**src/dosf_pkg.sv**
```systemverilog
`timescale 1ns / 1ps
// ----------------------------------------------------------------------------
// DHCP option strip filter package
// Shared constants, codes and types for the option strip filter.
// ----------------------------------------------------------------------------
package dosf_pkg;

	localparam int MAX_PACKET = 4096;
	localparam int POS_W      = 13;
	localparam int CFG_IDX_W  = 3;
	localparam int CFG_DATA_W = 64;
	localparam int QDEPTH     = 4;
	localparam int QPTR_W     = 2;
	localparam int QCNT_W     = 3;

	// Configuration register indexes.
	localparam logic [CFG_IDX_W-1:0] CFG_MASK0 = 3'd0;
	localparam logic [CFG_IDX_W-1:0] CFG_MASK1 = 3'd1;
	localparam logic [CFG_IDX_W-1:0] CFG_MASK2 = 3'd2;
	localparam logic [CFG_IDX_W-1:0] CFG_MASK3 = 3'd3;

	// Completion status codes.
	localparam logic [2:0] ST_OK       = 3'd0;
	localparam logic [2:0] ST_BAD_IP   = 3'd1;
	localparam logic [2:0] ST_BAD_UDP  = 3'd2;
	localparam logic [2:0] ST_BAD_DHCP = 3'd3;
	localparam logic [2:0] ST_BAD_OPT  = 3'd4;
	localparam logic [2:0] ST_TOO_LONG = 3'd5;

	typedef enum logic [6:0] {
		PH_IP   = 7'b0000001,
		PH_UDP  = 7'b0000010,
		PH_DHCP = 7'b0000100,
		PH_CODE = 7'b0001000,
		PH_LEN  = 7'b0010000,
		PH_DATA = 7'b0100000,
		PH_STOP = 7'b1000000
	} phase_t;

	// One classified byte on its way from the parser to the output stage.
	typedef struct packed {
		logic [7:0] data;
		logic       keep;
		logic       last;
		logic [2:0] status;
	} rec_t;

	function automatic logic [7:0] cookie_byte(input logic [1:0] idx);
		logic [7:0] r;
		begin
			case (idx)
				2'd0: r = 8'h63;
				2'd1: r = 8'h82;
				2'd2: r = 8'h53;
				2'd3: r = 8'h63;
				default: r = 8'h00;
			endcase
			return r;
		end
	endfunction

endpackage

```
**src/dosf_if.sv**
```systemverilog
`timescale 1ns / 1ps
// ----------------------------------------------------------------------------
// DHCP option strip filter channels
// Input and result channel interfaces with valid/ready handshake.
// ----------------------------------------------------------------------------
interface dosf_in_if;
	logic       valid;
	logic       ready;
	logic [7:0] in_byte;
	logic       in_last;

	modport source (output valid, output in_byte, output in_last, input ready);
	modport sink (input valid, input in_byte, input in_last, output ready);
endinterface

interface dosf_out_if;
	logic        valid;
	logic        ready;
	logic [7:0]  out_byte;
	logic        out_valid;
	logic        done_res;
	logic [2:0]  status;
	logic [12:0] kept_length;

	modport source (output valid, output out_byte, output out_valid, output done_res,
		output status, output kept_length, input ready);
	modport sink (input valid, input out_byte, input out_valid, input done_res,
		input status, input kept_length, output ready);
endinterface

```
**src/dhcp_option_strip_filter.sv**
```systemverilog
`timescale 1ns / 1ps
// ----------------------------------------------------------------------------
// DHCP option strip filter
// Checks an IPv4/UDP DHCP request byte by byte and drops masked options.
// ----------------------------------------------------------------------------
// Channel   Dir  Words                       Fields
// in_ch     in   one per packet byte          in_byte, in_last
// out_ch    out  one per input byte           out_byte, out_valid, done_res,
//                                             status, kept_length
// cfg       in   plain write, no read-back    cfg_we, cfg_index, cfg_wdata
//
// The block takes one word per cycle while the queue has space. The parser
// classifies each byte in the cycle it is accepted; the word is then written
// into a four-entry queue and from there into the output register. Reset
// clears the parser, the queue and the delete mask at once; there is no
// clearing pass. A stalled output fills the queue, and the input stops only
// when the queue is full.
// ----------------------------------------------------------------------------
module dhcp_option_strip_filter (
	input  logic                            clk,
	input  logic                            arst_n,
	dosf_in_if.sink                         in_ch,
	dosf_out_if.source                      out_ch,
	input  logic                            cfg_we,
	input  logic [dosf_pkg::CFG_IDX_W-1:0]  cfg_index,
	input  logic [dosf_pkg::CFG_DATA_W-1:0] cfg_wdata
);
	import dosf_pkg::*;

	rec_t rec_in, rec_out;
	logic take, not_full, not_empty, pop;

	// A word enters whenever the queue has space.
	assign in_ch.ready = not_full;
	assign take        = in_ch.valid && not_full;

	dosf_front u_front (
		.clk(clk), .arst_n(arst_n), .take(take),
		.b(in_ch.in_byte), .last(in_ch.in_last),
		.cfg_we(cfg_we), .cfg_index(cfg_index), .cfg_wdata(cfg_wdata),
		.rec(rec_in)
	);

	dosf_queue u_queue (
		.clk(clk), .arst_n(arst_n), .push(take), .wdata(rec_in),
		.pop(pop), .rdata(rec_out), .not_full(not_full), .not_empty(not_empty)
	);

	dosf_back u_back (
		.clk(clk), .arst_n(arst_n), .q_avail(not_empty), .q_rec(rec_out),
		.q_pop(pop), .out_ch(out_ch)
	);

endmodule

```
**src/dosf_front.sv**
```systemverilog
`timescale 1ns / 1ps
// ----------------------------------------------------------------------------
// DHCP option strip filter parser
// Walks the IP, UDP and DHCP headers and options, one byte a cycle when taken.
// ----------------------------------------------------------------------------
module dosf_front (
	input  logic                           clk,
	input  logic                           arst_n,
	input  logic                           take,
	input  logic [7:0]                     b,
	input  logic                           last,
	input  logic                           cfg_we,
	input  logic [dosf_pkg::CFG_IDX_W-1:0] cfg_index,
	input  logic [dosf_pkg::CFG_DATA_W-1:0] cfg_wdata,
	output dosf_pkg::rec_t                 rec
);
	import dosf_pkg::*;

	logic [255:0]     mask_q;
	logic [POS_W-1:0] pos_q, n_pos;
	logic [5:0]       ihl_q, n_ihl;
	logic [15:0]      tot_q, n_tot, udp_q, n_udp;
	phase_t           phase_q, n_phase;
	logic [7:0]       obl_q, n_obl;
	logic             okept_q, n_okept;
	logic [2:0]       err_q, n_err, fc, st;
	logic             emit;
	logic [POS_W-1:0] q;
	logic [16:0]      lensum;

	always_ff @(posedge clk or negedge arst_n) begin
		if (!arst_n) begin
			mask_q <= '0;
		end else if (cfg_we) begin
			case (cfg_index)
				CFG_MASK0: mask_q[63:0]    <= cfg_wdata;
				CFG_MASK1: mask_q[127:64]  <= cfg_wdata;
				CFG_MASK2: mask_q[191:128] <= cfg_wdata;
				CFG_MASK3: mask_q[255:192] <= cfg_wdata;
				default: ;
			endcase
		end
	end

	always_comb begin
		n_pos = pos_q; n_ihl = ihl_q; n_tot = tot_q; n_udp = udp_q;
		n_phase = phase_q; n_obl = obl_q; n_okept = okept_q; n_err = err_q;
		fc = ST_OK; emit = 1'b0; q = '0;
		lensum = 17'(b) + 17'(pos_q) + 17'd1;
		if (32'(pos_q) >= MAX_PACKET) begin
			fc = ST_TOO_LONG;
		end else begin
			case (phase_q)
				PH_IP: begin
					if (pos_q == '0) begin
						n_ihl = {b[3:0], 2'b00};
						if (b[7:4] != 4'd4 || n_ihl < 6'd20) fc = ST_BAD_IP;
					end else if (pos_q == 13'd2) begin
						n_tot = {b, 8'h00};
					end else if (pos_q == 13'd3) begin
						n_tot = {tot_q[15:8], b};
					end else if (pos_q == 13'd9 && b != 8'd17) begin
						fc = ST_BAD_IP;
					end
					if (fc == ST_OK) begin
						emit = 1'b1;
						if (14'(pos_q) + 14'd1 == 14'(n_ihl)) begin
							if (16'(n_ihl) >= n_tot) fc = ST_BAD_IP;
							else if (17'(n_tot) <= 17'(n_ihl) + 17'd8) fc = ST_BAD_UDP;
							else n_phase = PH_UDP;
						end
					end
				end
				PH_UDP: begin
					q = pos_q - 13'(ihl_q);
					if (q == 13'd2 && b != 8'd0) fc = ST_BAD_UDP;
					else if (q == 13'd3 && b != 8'd67) fc = ST_BAD_UDP;
					else if (q == 13'd4) n_udp = {b, 8'h00};
					else if (q == 13'd5) n_udp = {udp_q[15:8], b};
					if (fc == ST_OK) begin
						emit = 1'b1;
						if (q == 13'd7) begin
							if (n_udp != tot_q - 16'(ihl_q)) fc = ST_BAD_UDP;
							else if (n_udp <= 16'd248) fc = ST_BAD_DHCP;
							else n_phase = PH_DHCP;
						end
					end
				end
				PH_DHCP: begin
					q = pos_q - 13'(ihl_q) - 13'd8;
					if (q == 13'd0 && b != 8'd1) fc = ST_BAD_DHCP;
					else if (q >= 13'd236 && q < 13'd240 && b != cookie_byte(q[1:0]))
						fc = ST_BAD_DHCP;
					if (fc == ST_OK) begin
						emit = 1'b1;
						if (q >= 13'd239) n_phase = PH_CODE;
					end
				end
				PH_CODE: begin
					if (16'(pos_q) >= tot_q) fc = ST_BAD_OPT;
					else if (b == 8'd0) emit = 1'b1;
					else if (b == 8'd255) n_phase = PH_STOP;
					else if (17'(pos_q) + 17'd1 == 17'(tot_q)) fc = ST_BAD_OPT;
					else begin
						n_okept = !mask_q[b];
						emit = n_okept;
						n_phase = PH_LEN;
					end
				end
				PH_LEN: begin
					if (lensum >= 17'(tot_q)) fc = ST_BAD_OPT;
					else begin
						emit = okept_q;
						n_obl = b;
						n_phase = (b != 8'd0) ? PH_DATA : PH_CODE;
					end
				end
				PH_DATA: begin
					emit = okept_q;
					n_obl = obl_q - 8'd1;
					if (n_obl == 8'd0) n_phase = PH_CODE;
				end
				default: ;
			endcase
		end
		if (fc != ST_OK) begin
			n_phase = PH_STOP;
			if (err_q == ST_OK) n_err = fc;
		end
		if (32'(pos_q) <= MAX_PACKET) n_pos = pos_q + 13'd1;

		if (32'(n_pos) > MAX_PACKET) st = ST_TOO_LONG;
		else if (n_pos <= 13'd20) st = ST_BAD_IP;
		else if (n_err == ST_BAD_IP || (n_err == ST_OK && n_phase == PH_IP)) st = ST_BAD_IP;
		else if (n_tot > 16'(n_pos)) st = ST_BAD_IP;
		else if (n_err != ST_OK) st = n_err;
		else if (n_phase != PH_STOP) st = ST_BAD_OPT;
		else st = ST_OK;

		rec.data   = emit ? b : 8'h00;
		rec.keep   = emit;
		rec.last   = last;
		rec.status = last ? st : ST_OK;
	end

	always_ff @(posedge clk or negedge arst_n) begin
		if (!arst_n) begin
			pos_q <= '0; ihl_q <= '0; tot_q <= '0; udp_q <= '0;
			phase_q <= PH_IP; obl_q <= '0; okept_q <= 1'b0; err_q <= ST_OK;
		end else if (take) begin
			if (last) begin
				pos_q <= '0; ihl_q <= '0; tot_q <= '0; udp_q <= '0;
				phase_q <= PH_IP; obl_q <= '0; okept_q <= 1'b0; err_q <= ST_OK;
			end else begin
				pos_q <= n_pos; ihl_q <= n_ihl; tot_q <= n_tot; udp_q <= n_udp;
				phase_q <= n_phase; obl_q <= n_obl; okept_q <= n_okept; err_q <= n_err;
			end
		end
	end

endmodule

```
**src/dosf_queue.sv**
```systemverilog
`timescale 1ns / 1ps
// ----------------------------------------------------------------------------
// DHCP option strip filter queue
// Small first-in first-out buffer between the parser and the output stage.
// ----------------------------------------------------------------------------
module dosf_queue (
	input  logic           clk,
	input  logic           arst_n,
	input  logic           push,
	input  dosf_pkg::rec_t wdata,
	input  logic           pop,
	output dosf_pkg::rec_t rdata,
	output logic           not_full,
	output logic           not_empty
);
	import dosf_pkg::*;

	rec_t              mem [QDEPTH];
	logic [QPTR_W-1:0] wp_q, rp_q;
	logic [QCNT_W-1:0] cnt_q;

	assign not_full  = (cnt_q != QCNT_W'(QDEPTH));
	assign not_empty = (cnt_q != '0);
	assign rdata     = mem[rp_q];

	always_ff @(posedge clk) begin
		if (push) mem[wp_q] <= wdata;
	end

	always_ff @(posedge clk or negedge arst_n) begin
		if (!arst_n) begin
			wp_q <= '0; rp_q <= '0; cnt_q <= '0;
		end else begin
			if (push) wp_q <= wp_q + 1'b1;
			if (pop) rp_q <= rp_q + 1'b1;
			if (push && !pop) cnt_q <= cnt_q + 1'b1;
			else if (pop && !push) cnt_q <= cnt_q - 1'b1;
		end
	end

endmodule

```
**src/dosf_back.sv**
```systemverilog
`timescale 1ns / 1ps
// ----------------------------------------------------------------------------
// DHCP option strip filter output stage
// Counts kept bytes and holds each result word until it is taken.
// ----------------------------------------------------------------------------
module dosf_back (
	input  logic           clk,
	input  logic           arst_n,
	input  logic           q_avail,
	input  dosf_pkg::rec_t q_rec,
	output logic           q_pop,
	dosf_out_if.source     out_ch
);
	import dosf_pkg::*;

	logic        valid_q;
	logic [12:0] kept_q, kept_n;
	rec_t        rec_q;
	logic [12:0] len_q;

	assign q_pop  = q_avail && (!valid_q || out_ch.ready);
	assign kept_n = kept_q + 13'(q_rec.keep);

	always_ff @(posedge clk or negedge arst_n) begin
		if (!arst_n) begin
			valid_q <= 1'b0;
			kept_q  <= '0;
		end else begin
			if (q_pop) begin
				valid_q <= 1'b1;
				kept_q  <= q_rec.last ? 13'd0 : kept_n;
			end else if (out_ch.ready) begin
				valid_q <= 1'b0;
			end
		end
	end

	always_ff @(posedge clk) begin
		if (q_pop) begin
			rec_q <= q_rec;
			len_q <= q_rec.last ? kept_n : 13'd0;
		end
	end

	assign out_ch.valid       = valid_q;
	assign out_ch.out_byte    = rec_q.data;
	assign out_ch.out_valid   = rec_q.keep;
	assign out_ch.done_res    = rec_q.last;
	assign out_ch.status      = rec_q.status;
	assign out_ch.kept_length = len_q;

endmodule

```
**src/flat_wrapper.sv**
```systemverilog
// flat-port wrapper written by rule: the top's interface ports become plain ports
module dhcp_option_strip_filter_flat import dosf_pkg::*;
  (clk, arst_n, cfg_we, cfg_index, cfg_wdata, in_ch_valid, in_ch_in_byte, in_ch_in_last, in_ch_ready, out_ch_valid, out_ch_out_byte, out_ch_out_valid, out_ch_done_res, out_ch_status, out_ch_kept_length, out_ch_ready);
  dosf_in_if in_ch_i ();
  dosf_out_if out_ch_i ();
  input  logic clk;
  input  logic arst_n;
  input  logic cfg_we;
  input  logic [dosf_pkg::CFG_IDX_W-1:0] cfg_index;
  input  logic [dosf_pkg::CFG_DATA_W-1:0] cfg_wdata;
  input wire logic [$bits(in_ch_i.valid)-1:0] in_ch_valid;
  input wire logic [$bits(in_ch_i.in_byte)-1:0] in_ch_in_byte;
  input wire logic [$bits(in_ch_i.in_last)-1:0] in_ch_in_last;
  output wire logic [$bits(in_ch_i.ready)-1:0] in_ch_ready;
  output wire logic [$bits(out_ch_i.valid)-1:0] out_ch_valid;
  output wire logic [$bits(out_ch_i.out_byte)-1:0] out_ch_out_byte;
  output wire logic [$bits(out_ch_i.out_valid)-1:0] out_ch_out_valid;
  output wire logic [$bits(out_ch_i.done_res)-1:0] out_ch_done_res;
  output wire logic [$bits(out_ch_i.status)-1:0] out_ch_status;
  output wire logic [$bits(out_ch_i.kept_length)-1:0] out_ch_kept_length;
  input wire logic [$bits(out_ch_i.ready)-1:0] out_ch_ready;
  assign in_ch_i.valid = in_ch_valid;
  assign in_ch_i.in_byte = in_ch_in_byte;
  assign in_ch_i.in_last = in_ch_in_last;
  assign in_ch_ready = in_ch_i.ready;
  assign out_ch_valid = out_ch_i.valid;
  assign out_ch_out_byte = out_ch_i.out_byte;
  assign out_ch_out_valid = out_ch_i.out_valid;
  assign out_ch_done_res = out_ch_i.done_res;
  assign out_ch_status = out_ch_i.status;
  assign out_ch_kept_length = out_ch_i.kept_length;
  assign out_ch_i.ready = out_ch_ready;
  dhcp_option_strip_filter u_core (.clk(clk), .arst_n(arst_n), .in_ch(in_ch_i), .out_ch(out_ch_i), .cfg_we(cfg_we), .cfg_index(cfg_index), .cfg_wdata(cfg_wdata));
endmodule
```
**config.mk**
```make
export PLATFORM = sky130hd
export DESIGN_NAME = dhcp_option_strip_filter_flat
export DESIGN_NICKNAME = d
export VERILOG_FILES = /design/src/dosf_pkg.sv /design/src/dosf_if.sv /design/src/dhcp_option_strip_filter.sv /design/src/dosf_front.sv /design/src/dosf_queue.sv /design/src/dosf_back.sv /design/src/flat_wrapper.sv
export SDC_FILE = /design/constraint.sdc
export NUM_CORES = 1
export LEC_CHECK = 0
export BUFFER_PORTS_ARGS = -buffer_cell sky130_fd_sc_hd__buf_2
export CORE_MARGIN = 3
export CORE_UTILIZATION = 45
export CTS_CLUSTER_SIZE = 14
export DETAILED_ROUTE_END_ITERATION = 10
export GPL_TIMING_DRIVEN = 0
export PLACE_DENSITY = 0.57
export SETUP_SLACK_MARGIN = 0.5
export SYNTH_ARGS = -nofsm -noshare
export SYNTH_HDL_FRONTEND = slang
export SYNTH_SLANG_ARGS = --single-unit
export TNS_END_PERCENT = 10
```
**constraint.sdc**
```tcl
create_clock -name clk -period 6.5 [get_ports clk]
set_clock_uncertainty 0.1 [all_clocks]
set_input_delay 1.3 -clock clk [delete_from_list [all_inputs] [get_ports clk]]
set_output_delay 1.3 -clock clk [all_outputs]
set_load 0.05 [all_outputs]
```
Yosys cells after proc, flatten, opt, wreduce, memory -nomap -nowiden. Memories as Yosys holds them, arrays and structs flattened. Cells that the tools add are included. Widths: inputs -> output; s select.

Reduce and logical (&&, ||, !) cells: 48. Add/subtract/negate cells: 15. Multiplexer cells: 121. $lt $le $gt $ge: 15. Equality and inequality tests: 39.

Operator list (count): $mux 16 (15); $mux 7 (19); $mux 3 (33); $mux 8 (9); $eq 13x2->1 const B (4); $mux 6 (7); $pmux 7 s6 (1); $eq 13x3->1 const B (3); $mux 13 (3); $add 13x1->14 const B (2); $ge 13x8->1 const B (2); $logic_not 13->1 (2); $mux 1 (25); $pmux 8 s3 (1); $logic_not 3->1 (6); $eq 14x16->1 (1); $ge 13x16->1 (1); $ge 15x16->1 (1); $ge 6x16->1 (1); $gt 16x13->1 (1); $le 16x7->1 (1); $le 16x8->1 const B (1); $logic_not 8->1 (2); $ne 16x16->1 (1); 57 further kinds (96).

Logic and storage cells: 261. Memories: 1. Input port bits: 81. Output and inout bits: 28. Bits in writable memories: 52. Flip-flop bits (word level): 373.

Memory list: u_core.u_queue.mem (words 4, bits a word 13, read ports 1, clocked after memory_dff 0, wr ports 1, line dosf_queue.sv:18) `rec_t mem [QDEPTH];`.

Depth between registers and ports, before layout.
Depth after elaboration: 27. Depth in mapped cells: 28. Mapped depth without buffers: 26.

Modules after synthesis. A second synthesis with hierarchy kept.

Cell total of the unflattened synthesis: 2113. Area total of the unflattened synthesis: 24677.4 µm².

Modules (own cells, without submodules): dosf_front (area an instance 20644.8 µm², seq. area each 8159.1 µm², cells an instance 1872, instances 1); dosf_queue (area an instance 2301.0 µm², seq. area each 1736.7 µm², cells an instance 103, instances 1); dosf_back (area an instance 1725.4 µm², seq. area each 1131.1 µm², cells an instance 137, instances 1); dhcp_option_strip_filter (area an instance 6.3 µm², seq. area each 0.0 µm², cells an instance 1, instances 1).

Least setup slack after synthesis. Ideal clock, no wire load.

Path type: input to register. From: in in_ch_in_byte[0]. To: mem u_core.u_queue.mem[0][2] in the netlist's numbering (data pin). Setup slack: 0.369 ns. Required time: 6.134 ns. Stages on the path: 28. Library setup time: 0.266 ns. Arrival time: 5.765 ns. Path buffers: 2. Cells stage by stage: clkbuf_1 buf_1 inv_1 ha_1 fa_1 nor2b_1 o21ai_0 nand2b_1 a21oi_1 o21bai_1 a21o_1 a21oi_1 nor2_1 xor2_1 ha_1 nand3_1 o22ai_1 o21ai_0 nand2b_1 a22oi_1 nor2b_1 o21bai_1 a211o_1 and3b_1 nand3_1 nor3b_1 o211ai_1 a32o_1.

RTL lines: start, declared (line flat_wrapper.sv:12) `input wire logic [$bits(in_ch_i.in_byte)-1:0] in_ch_in_byte;`; end, declared (line dosf_queue.sv:18).

==> impl_metrics.csv <==
group,metric,value,unit
status,status,"finished clean",
drt,wl_per_cell,24.5,um
synth,ys.flop_type,"dfrtp_1",
layout,fillers,4668,
drt,ant_nets,0,
die,rows,84,
synth,netlist_area,0.0243,mm2
setup_path,worst-setup-path-type,"primary input to flip-flop",
clock_network,clockBufferDepth,3,
synth,avgSynthCellArea,11.7,um2
pwr,peakVddDrop,0.000203,V
die,die-width,238,um
setup_path,ff2ff_setup_slack,0.59,ns
pwr,seqPwrFrac,33.7,%
clock_network,htreeDepth,2,
clock_network,clock_sinks,425,
placed_design,dp_hpwl,53500,um
sta,setup_viol,0,
global_route,grt_pass1_wl,111000,um
sta,timing.slew.headroom,13.3,%
die,ios,109,
drt,drc,0,
synth,ys_types,97,
synth,synthTopCellsByArea,"dfrtp_1 36%, mux2_2 12%, edfxtp_1 9.6%",
hold_path,min_path_type,"flip-flop to flip-flop",
synth,synth_seq_cells,425,
global_route,grt_overflow_total,0,
global_route,antenna_found_initial,5,
run,cap_violations,0,
die,die_area,0.0568,mm2
setup_path,worstSetupEndpoint,"u_core.u_queue.mem[1][2]",
sta,fmax,0.167,GHz
clock_network,cts_tree,"done",
pwr,power_density,401,mW/mm2
synth,synth_sequential_area_ratio,45.4,%
synth,yosysWarningCount,0,
drt,viasPerCell,6.01,
pwr,p_int,6.95,mW
sta,worst_pin_slew,1.30,ns
layout,area_growth,13.8,%
clock_network,cts_hold_buf,0,
sta,rsz0062_at_grt,"yes",
clock_network,clock_latency,0.60,ns
setup_path,crit_arrival,6.20,ns
clock_network,cts_root_buf,"clkbuf_16",
setup_path,timing.rr.start,"u_core.u_front.pos_q[1]",
sta,period_needed,5.97,ns
sta,drv_slew,0,
setup_path,startpoint,"in_ch_in_byte[0]",
global_route,grt_max_degree,111,
synth,synth_edf_count,78,
placed_design,post-place-ws,-1.07,ns
layout,layout-drive-gt1-share,27.4,%
placed_design,post_dp_cell_area,0.0258,mm2
sta,whs,0.393,ns
drt,wl,72500,um
pwr,p_switching,4.13,mW
synth,async_flop_share,81.6,%
drt,drt_iter0_markers,1439,
pwr,power.leakage,11.4,nW
die,core_area,0.0530,mm2
sta,setup_ws,0.528,ns
drt,first_pass_iters,7,
clock_network,clk_pin_slew_worst_paths,0.06,ns
setup_path,crit_path_max_fanout,7,
synth,synth_fp_nets,2250,
die,die_h,238,um
clock_network,cts_made_buffers,47,
setup_path,ff2ff_path_depth,16,
setup_path,end_kind,"flip-flop",
pwr,switching_share,37.3,%
sta,period_share,91.9,%
synth,synth_top_cell_area_share,35.7,%
pwr,combPwrFrac,39.9,%
setup_path,critPathRequiredTime,6.73,ns
drt,dr_total_vias,17800,
synth,postSynthCellCount,2070,
synth,synth_common_cells,"346 x dfrtp_1, 262 x mux2_2, 164 x nand2_1",
synth,synthMostInstantiatedCell,"dfrtp_1",
placed_design,portBuffers,107,
global_route,track_usage,25.6,%
layout,design_area,0.0276,mm2
placed_design,place.gp.congestion,0.937,
setup_path,start_kind,"primary input",
sta,final_hold_viol_count,0,
layout,num-nets-final,2413,
setup_path,reg2reg_to,"u_core.u_queue.mem[1][2]",
global_route,grt_pass1_vias,18000,
synth,yosys.area.top_type,"dfrtp_1",
die,start_util,45.8,%
layout,multiInputGateArea,0.0126,mm2
layout,final-seq-area,0.0110,mm2
pwr,clockPowerShare,26.4,%
logic make-up (layout without fill, tap and decap cells):
family | Yosys count | count (layout) | synth area share, %
other | 0 | 3 | 0
AO/OA/AOI/OAI | 364 | 364 | 9.82
flip-flops | 425 | 425 | 45.4
adder cells (fa/ha/maj) | 99 | 99 | 5.22
AND/OR/NAND/NOR | 526 | 526 | 11.1
buffers and inverters | 183 | 384 | 3.05
multiplexers | 375 | 375 | 21.8
XOR/XNOR | 98 | 98 | 3.53
stage by stage:
| step | std cells | util [%] | power [mW] | TNS, ns |
|---|---|---|---|---|
| global route | 2961 | 52.2 | 11.7 | 0 |
| floorplan | 2070 | - | 6.88 | 0 |
| global placement | 2865 | 48.5 | 8.02 | -981.77 |
| CTS | 2958 | 52.1 | 11.1 | 0 |
| finish | 2962 | 52.2 | 11.1 | 0 |
| detailed placement | 2868 | 48.7 | 8.12 | -39.48 |
registers in the layout, summed over array words and instances, names as in the netlist, 13 cells and up:
signal and count:
u_core.u_front.mask_q 256, u_core.u_queue.mem 52, u_core.u_front.tot_q 16, u_core.u_front.udp_q 16, u_core.u_back.kept_q 13, u_core.u_back.out_ch.kept_length 13, u_core.u_front.pos_q 13
placed cells by master (no fill, tap or decap), types with 13 or more instances in the layout:
master     instances
dfrtp_1          346
mux2_2           262
nand2_1          164
o21ai_0          129
buf_2            111
nor2_1            98
mux4_2            97
ha_1              95
clkbuf_1          86
edfxtp_1          78
xnor2_1           64
inv_1             60
a21oi_1           59
clkbuf_16         48
nor3_1            39
nand3_1           39
xor2_1            34
nor4_1            23
and3_1            20
nand2b_1          19
nor2b_1           19
buf_1             16
or3_1             16
and2_1            15
mux2i_1           15
nand4_1           15
o31a_1            15
a22oi_1           15
a21o_1            13
critical path: stages:
cell and delay, ns:
clkbuf_2 0.16, buf_6 0.16, clkinvlp_4 0.13, ha_1 0.26, fa_2 0.36, nor2b_1 0.11
o21ai_0 0.08, nand2b_1 0.13, a21oi_1 0.08, o21bai_1 0.20, a21o_1 0.14, a21oi_1 0.12
nor2_1 0.14, xor2_1 0.16, ha_1 0.25, nand3_1 0.11, o22ai_1 0.07, o21ai_0 0.17
nand2b_1 0.09, a22oi_2 0.34, nor2b_1 0.11, o21bai_2 0.24, a211o_1 0.31, and3b_1 0.21
nand3_1 0.10, nor3b_2 0.25, o211ai_1 0.11, a32o_2 0.31
power by group through the flow:
stage / Clock [mW] / Sequential, mW / Combinational (mW)
after floorplan: 0 / 3.90 / 2.98
after global placement: 0 / 3.75 / 4.27
after detailed placement: 0 / 3.78 / 4.34
after CTS: 2.99 / 3.73 / 4.38
after global routing: 3.10 / 3.80 / 4.80
final: 2.92 / 3.74 / 4.42
layer usage:
layer | global-route usage, % | up-vias | routed length, um
li1 | - | 8021 | -
met1 | 33.6 | 9078 | 30800
met2 | 43.8 | 563 | 35400
met3 | 4.03 | 146 | 3770
met4 | 8.52 | 6 | 2570
met5 | 0 | - | 34
area by class of cell:
| cell class | count | share of cell area (%) |
|---|---|---|
| plain buffers | 120 | 1.97 |
| flip-flops and latches | 425 | 39.9 |
| clock inverters | 21 | 1.23 |
| diodes | 3 | 0.0272 |
| clock buffers | 66 | 4.99 |
| inverters | 63 | 0.883 |
| repair buffers | 114 | 2.38 |
| multi-input cells | 1462 | 45.5 |
| well taps | 688 | 3.12 |
timing repair:
item / CTS / global route
pin swaps: 1 / 3
gates resized for setup: 18 / 10
setup buffers: 3 / 1
setup endpoints to repair: 65 / 32
how the worst min path moves through the flow:
| stage | startpoint | to | depth (start not counted) |
|---|---|---|---|
| 6_report | u_core.u_back.out_ch.valid | u_core.u_back.out_ch.valid | 2 |
| 5_1_grt | u_core.u_queue.cnt_q[2] | u_core.u_queue.cnt_q[2] | 1 |
| 4_1_cts | u_core.u_queue.cnt_q[2] | u_core.u_queue.cnt_q[2] | 1 |
| 3_5_place_dp | u_core.u_queue.cnt_q[2] | u_core.u_queue.cnt_q[2] | 1 |
| 3_3_place_gp | u_core.u_back.kept_q[0] | u_core.u_back.kept_q[0] | 2 |
| 2_1_floorplan | u_core.u_back.kept_q[0] | u_core.u_back.kept_q[0] | 2 |
Note: power is estimated with default switching activity, not from simulation.
